### config.mk
export PLATFORM = sky130hd
export DESIGN_NAME = tch_sincos
export DESIGN_NICKNAME = d
export VERILOG_FILES = /design/src/hw/rtl/tch_pkg.sv /design/src/hw/rtl/tch_sincos.sv
export SDC_FILE = /design/constraint.sdc
export NUM_CORES = 2
export LEC_CHECK = 0
export BUFFER_PORTS_ARGS = -buffer_cell sky130_fd_sc_hd__buf_4
export CAP_MARGIN = 20
export CORE_ASPECT_RATIO = 0.6
export CORE_UTILIZATION = 40
export DETAILED_ROUTE_END_ITERATION = 8
export SETUP_SLACK_MARGIN = 0.02
export SYNTH_ARGS = -nofsm -noshare
export SYNTH_HDL_FRONTEND = slang
export SYNTH_SLANG_ARGS = --single-unit
### constraint.sdc
create_clock -name clk -period 14.2 [get_ports clk]
set_input_delay 1.42 -clock clk [delete_from_list [all_inputs] [get_ports clk]]
set_output_delay 1.42 -clock clk [all_outputs]
set_load 0.03 [all_outputs]
### src/hw/rtl/tch_pkg.sv
// Shared types, constants and helpers for the tilt-compensated heading core.
// No dependencies; the sine/cosine, level, atan2 and top-level RTL files import this package.
`default_nettype none
package tch_pkg;

  localparam int unsigned CORDIC_STEPS = 16;
  localparam int unsigned ANG_W = 26;   // 2^24 units per turn plus sign and headroom
  localparam int unsigned SC_W = 33;    // Q30 sine/cosine working width
  localparam int unsigned LV_W = 52;    // level-frame vector width
  localparam int unsigned VEC_W = 55;   // arctangent working width with growth

  localparam logic signed [ANG_W-1:0] HALF_TURN = 26'sd8388608;
  localparam logic signed [ANG_W-1:0] QUARTER_TURN = 26'sd4194304;
  localparam logic signed [SC_W-1:0] INV_GAIN_Q30 = 33'sd652032874;

  typedef logic signed [15:0] sample_t;

  typedef struct packed {
    sample_t mag_x;
    sample_t mag_y;
    sample_t mag_z;
    sample_t roll_angle;
    sample_t pitch_angle;
  } mag_item_t;

  function automatic logic signed [ANG_W-1:0] atan_entry(input logic [3:0] idx);
    logic signed [ANG_W-1:0] v;
    begin
      case (idx)
        4'd0: v = 26'sd2097152;
        4'd1: v = 26'sd1238021;
        4'd2: v = 26'sd654136;
        4'd3: v = 26'sd332050;
        4'd4: v = 26'sd166669;
        4'd5: v = 26'sd83416;
        4'd6: v = 26'sd41718;
        4'd7: v = 26'sd20860;
        4'd8: v = 26'sd10430;
        4'd9: v = 26'sd5215;
        4'd10: v = 26'sd2608;
        4'd11: v = 26'sd1304;
        4'd12: v = 26'sd652;
        4'd13: v = 26'sd326;
        4'd14: v = 26'sd163;
        default: v = 26'sd81;
      endcase
      return v;
    end
  endfunction

endpackage
`default_nettype wire

### src/hw/rtl/tch_sincos.sv
// Pipelined CORDIC rotation stage array: sine and cosine in Q15 of a 16-bit angle.
// Depends on tch_pkg. One CORDIC step per register stage; advances on en.
`default_nettype none
module tch_sincos
  import tch_pkg::*;
(
  input  wire logic clk,
  input  wire logic en,
  input  wire sample_t angle,
  output logic signed [16:0] sin_q15,
  output logic signed [16:0] cos_q15
);

  logic signed [SC_W-1:0] xs [CORDIC_STEPS+1];
  logic signed [SC_W-1:0] ys [CORDIC_STEPS+1];
  logic signed [ANG_W-1:0] zs [CORDIC_STEPS+1];
  logic flips [CORDIC_STEPS+1];
  logic signed [ANG_W-1:0] z_in;

  always_comb begin
    z_in = ANG_W'(angle) <<< 8;
  end

  always_ff @(posedge clk) begin
    if (en) begin
      xs[0] <= INV_GAIN_Q30;
      ys[0] <= '0;
      if (z_in > QUARTER_TURN) begin
        zs[0] <= z_in - HALF_TURN;
        flips[0] <= 1'b1;
      end else if (z_in < -QUARTER_TURN) begin
        zs[0] <= z_in + HALF_TURN;
        flips[0] <= 1'b1;
      end else begin
        zs[0] <= z_in;
        flips[0] <= 1'b0;
      end
    end
  end

  for (genvar i = 0; i < CORDIC_STEPS; i++) begin : g_step
    always_ff @(posedge clk) begin
      if (en) begin
        flips[i+1] <= flips[i];
        if (zs[i] >= 0) begin
          xs[i+1] <= xs[i] - (ys[i] >>> i);
          ys[i+1] <= ys[i] + (xs[i] >>> i);
          zs[i+1] <= zs[i] - atan_entry(4'(i));
        end else begin
          xs[i+1] <= xs[i] + (ys[i] >>> i);
          ys[i+1] <= ys[i] - (xs[i] >>> i);
          zs[i+1] <= zs[i] + atan_entry(4'(i));
        end
      end
    end
  end

  logic signed [SC_W-1:0] xf;
  logic signed [SC_W-1:0] yf;
  logic signed [SC_W-1:0] xr;
  logic signed [SC_W-1:0] yr;

  always_comb begin
    xf = flips[CORDIC_STEPS] ? -xs[CORDIC_STEPS] : xs[CORDIC_STEPS];
    yf = flips[CORDIC_STEPS] ? -ys[CORDIC_STEPS] : ys[CORDIC_STEPS];
    xr = (xf + SC_W'(16384)) >>> 15;
    yr = (yf + SC_W'(16384)) >>> 15;
  end

  // Near zero angle the Q30 amplitude rounds up to exactly 32768 in Q15,
  // so both outputs carry 17 signed bits.
  always_ff @(posedge clk) begin
    if (en) begin
      cos_q15 <= 17'(xr);
      sin_q15 <= 17'(yr);
    end
  end

  // zs[CORDIC_STEPS] residual is unused past the last step.
  logic unused_z;
  assign unused_z = ^zs[CORDIC_STEPS];

endmodule
`default_nettype wire

After elaboration in Yosys (flattened, before gate mapping)
Memory sizes are Yosys's and may differ from the RTL's.
Cells that the tools add are included.
{"block": "word_totals", "ramBits": 1581, "elab_cells": 340, "output_inout_bits": 34, "ff_bits": 34, "n_memories": 4}
{"block": "classes", "add_sub_neg": 101, "n_lt_le_gt_ge": 18, "bitwise_logic": 52, "mux": 163}
{"memory": "xs", "depth": 17, "word_bits": 33, "read_ports": 17, "rd_ports_with_merged_regs": 0, "write_ports": 17, "line_no": "tch_sincos.sv:14", "rtl": "logic signed [SC_W-1:0] xs [CORDIC_STEPS+1];"}
{"memory": "ys", "depth": 17, "word_bits": 33, "read_ports": 17, "rd_ports_with_merged_regs": 0, "write_ports": 17, "line_no": "tch_sincos.sv:15", "rtl": "logic signed [SC_W-1:0] ys [CORDIC_STEPS+1];"}
{"memory": "zs", "depth": 17, "word_bits": 26, "read_ports": 16, "rd_ports_with_merged_regs": 0, "write_ports": 17, "line_no": "tch_sincos.sv:16", "rtl": "logic signed [ANG_W-1:0] zs [CORDIC_STEPS+1];"}
{"memory": "flips", "depth": 17, "word_bits": 1, "read_ports": 17, "rd_ports_with_merged_regs": 0, "write_ports": 17, "line_no": "tch_sincos.sv:17", "rtl": "logic flips [CORDIC_STEPS+1];"}
{"cell": "33-bit 2-to-1 mux", "n": 32}
{"cell": "26-bit 2-to-1 mux", "n": 18}
{"cell": "26-bit by 1-bit greater-or-equal comparator with 1-bit output, second input constant", "n": 16}
{"cell": "1-bit 2-to-1 mux", "n": 111}
{"cell": "33-bit by 18-bit adder with 33-bit output", "n": 2}
{"cell": "33-bit by 19-bit adder with 33-bit output", "n": 2}
{"cell": "33-bit by 20-bit adder with 33-bit output", "n": 2}
{"cell": "33-bit by 21-bit adder with 33-bit output", "n": 2}
{"cell": "33-bit by 22-bit adder with 33-bit output", "n": 2}
{"cell": "33-bit by 23-bit adder with 33-bit output", "n": 2}
{"cell": "33-bit by 24-bit adder with 33-bit output", "n": 2}
{"cell": "33-bit by 25-bit adder with 33-bit output", "n": 2}
{"cell": "33-bit by 26-bit adder with 33-bit output", "n": 2}
{"cell": "33-bit by 27-bit adder with 33-bit output", "n": 2}
{"cell": "33-bit by 28-bit adder with 33-bit output", "n": 2}
{"cell": "33-bit by 29-bit adder with 33-bit output", "n": 2}
{"cell": "33-bit by 30-bit adder with 33-bit output", "n": 2}
{"cell": "33-bit by 31-bit adder with 33-bit output", "n": 2}
{"cell": "33-bit by 32-bit adder with 33-bit output", "n": 2}
{"cell": "33-bit by 18-bit subtractor with 33-bit output", "n": 2}
{"cell": "33-bit by 19-bit subtractor with 33-bit output", "n": 2}
{"cell": "33-bit by 20-bit subtractor with 33-bit output", "n": 2}
{"cell": "33-bit by 21-bit subtractor with 33-bit output", "n": 2}
{"cell": "33-bit by 22-bit subtractor with 33-bit output", "n": 2}
{"cell": "other kinds (52)", "n": 117}

Depth between registers and ports, before layout
{"block": "depth", "word_depth": 7, "mapped_depth": 21, "ltp_nobuf": 21}

Worst setup path after synthesis
OpenSTA, ideal clock, no wires.
{"block": "synth_timing", "kind": "in2reg", "start": "input port en", "end": "memory xs[4][32] (data pin)", "arrival_time_ns": 5.720, "required_ns": 13.941, "path_slack_ns": 8.221, "path_stages": 18, "setup_time_ns": 0.259, "cell_sequence": "clkbuf_1 clkbuf_1 nand2_1 clkbuf_1 clkbuf_1 o21ai_0 fa_1 a211oi_1 o21ai_0 a21oi_1 a211oi_1 a2111oi_2 o21ai_1 a21oi_1 o21ai_1 a31oi_1 a21oi_1 xnor2_1"}
{"element": "from (decl)", "line_no": "tch_sincos.sv:8", "rtl": "input wire logic en,"}
{"element": "to (decl)", "line_no": "tch_sincos.sv:14"}

==> impl_metrics.ini <==
[layout]
syn2layout_area_growth_pct = 8.755
nets = 13190
fillers = 26740
final_common_cell = edfxtp_1
final_cell_mix = edfxtp_1 (1370), ha_1 (1240), xnor2_1 (1201)
drive_above_1_share = 0.04210
final_core_util = 0.4377

[timing]
tightest_slew_ns = 1.200
fin_setup_tns_ns = 0
fin_crit_sh = 0.4924
finClkSkew_ns = 0.09955
slew_viol_final = 0
setup_viol = 0
hold_violations = 0
rsz0062_at_grt = no
fin_hold_ws_ns = 0.4179
fmax_ghz = 0.1430
period_needed_ns = 6.992
layout_setup_ws_ns = 7.208
slew_headroom = 0.2001

[logic_synthesis]
yosysUniqueCellTypes = 101
synth_enable_flop_cells = 1370
syn_area_mm2 = 0.1137
syn_nets = 13090
yosysSeqAreaShare = 0.3619
syn_inst = 11790
synth_flop_cell = edfxtp_1
avgSynthCellArea_um2 = 9.644
ys_warn_count = 0
async_reset_ff_frac = 0
ys_ff_latch = 1370

[global_routing]
grt_max_degree = 179
grt_overflow = 0
grt_pass1_vias = 84750
grt_pass1_wl_mm = 507.6
antenna_found_initial = 19
grt.total_usage = 0.2238

[setup_path]
r2r-start = xs[5][5]$_DFFE_PP_
startpoint = en
r2r_end = ys[6][31]$_DFFE_PP_
arrival_ns = 7.54
critPathLaunchType = primary input
rrSetupSlack_ns = 7.52
critPathMaxFanout = 69
cp-end-kind = register
crit_required_ns = 14.75
r2r_cells = 19
path_class = primary input to register

[detailed_routing]
via_count = 92100
dr.pass1.iters = 6
first_iter_violations = 10090
wire_per_inst_um = 21.15
drtAntennaViolNets = 0
drc = 0
wirelength_mm = 333.0
via_per_inst = 5.850

[cts]
cts_setup_buffers = 0
hold_buffers = 0
cts-root-buf = clkbuf_16
clk_latency_ns = 0.89
clk_pin_slew_ns = 0.07
cts.repair.resized = 0
cts_tree = built
htreeDepth = 4
clockBufferDepth = 4
clock-sinks = 1370
cts_made_buffers = 159

[placement]
dp_hpwl_mm = 265.7
place_congestion = 0.9500
pre_cts_slack_ns = 6.529
io_buffer_count = 51

[run]
maxCapViolCount = 0

[floorplan]
io_pins = 52
die_y_um = 414.9
die_area_mm2 = 0.2864
fp.dieW_um = 690.2
initial_utilization = 0.4025
coreArea_mm2 = 0.2825
fp-row-count = 151

[run_status]
status = finished clean

[min_path]
hp-class = register to register
min-delay-start = flips[11]$_DFFE_PP_
hold_path_end = flips[12]$_DFFE_PP_
whs_path_depth = 0
Yosys cell counts, types with 98 or more instances:
library cell	instances	area, um^2
a31oi_1	103	644.4
nand2b_1	153	957.2
nand2_1	677	2541
ha_1	1240	15510
a21oi_1	1155	5781
o31ai_1	136	1021
edfxtp_1	1370	41140
nand3_1	202	1011
a21o_1	530	3979
xor2_1	536	4695
and3_1	112	700.7
nor2b_1	166	1039
o21a_1	145	1089
nor2_1	943	3540
o21ai_0	616	3083
a211oi_1	98	735.7
inv_1	542	2034
nor3_1	302	1511
o21bai_1	168	1261
clkbuf_1	156	585.6
xnor2_1	1201	10520
worst max-delay path by stage:
| stage | end | slack (ns) | cells past startpoint |
|---|---|---|---|
| after floorplan | xs[4][32]$_DFFE_PP_ | 8.22 | 18 |
| after global placement | xs[9][32]$_DFFE_PP_ | 6.24 | 20 |
| after detailed placement | ys[9][32]$_DFFE_PP_ | 6.53 | 20 |
| after CTS | ys[9][32]$_DFFE_PP_ | 7.42 | 20 |
| after global routing | ys[9][32]$_DFFE_PP_ | 6.87 | 20 |
| final | ys[9][32]$_DFFE_PP_ | 7.21 | 20 |
metrics by stage:
stage,instances,instance area [um^2]
2_1_floorplan,11790,113700
3_3_place_gp,15460,118600
3_5_place_dp,15470,118600
4_1_cts,15740,123600
5_1_grt,15740,123600
6_report,15750,123600
state kept, by name, indices dropped and copies added, names as in the netlist:
signal and flops:
cos_q15 17, flips 17, sin_q15 17, xs 469
ys 495, zs 355
metal layers:
layer  routed length (um)  track usage
met1               176400       0.3781
met2               116600       0.2778
met3                34750      0.05293
met4                 5205      0.03694
met5                   13            0
cells by family after synthesis:
| group | share of synthesized area |
|---|---|
| AND/OR/NAND/NOR | 0.1323 |
| buffers and inverters | 0.02460 |
| adder cells (fa/ha/maj) | 0.1447 |
| AO/OA/AOI/OAI | 0.1932 |
| multiplexers | 0.009356 |
| XOR/XNOR | 0.1340 |
| flip-flops | 0.3619 |
worst max-delay path, stage by stage:
cell and delay (ns):
buf_16 0.27, buf_4 0.67, nand2_1 0.10, buf_4 0.31, clkinv_1 0.26, buf_4 0.50
nor2_1 0.11, xnor2_1 0.15, ha_1 0.34, nor2b_1 0.16, o21a_1 0.18, o21ai_1 0.17
a21oi_1 0.14, nor4b_1 0.82, nor3_1 0.21, nor2b_1 0.25, o41a_1 0.44, a211o_1 0.35
a2111oi_0 0.45, a211oi_1 0.10
final cells by class:
class | instances | area, um^2 | share of cell area
Timing Repair Buffer | 128 | 988.4 | 0.007995
Clock inverter | 87 | 842.1 | 0.006811
Inverter | 550 | 2064 | 0.01670
Tap cell | 3748 | 4690 | 0.03793
Sequential cell | 1370 | 41140 | 0.3328
Antenna cell | 1 | 2.502 | 0.00002024
Multi-Input combinational cell | 9673 | 69750 | 0.5642
Clock buffer | 188 | 4151 | 0.03358
Power is not shown: default switching activity piles up to over one toggle a cycle in this logic, so the estimate is an artifact.
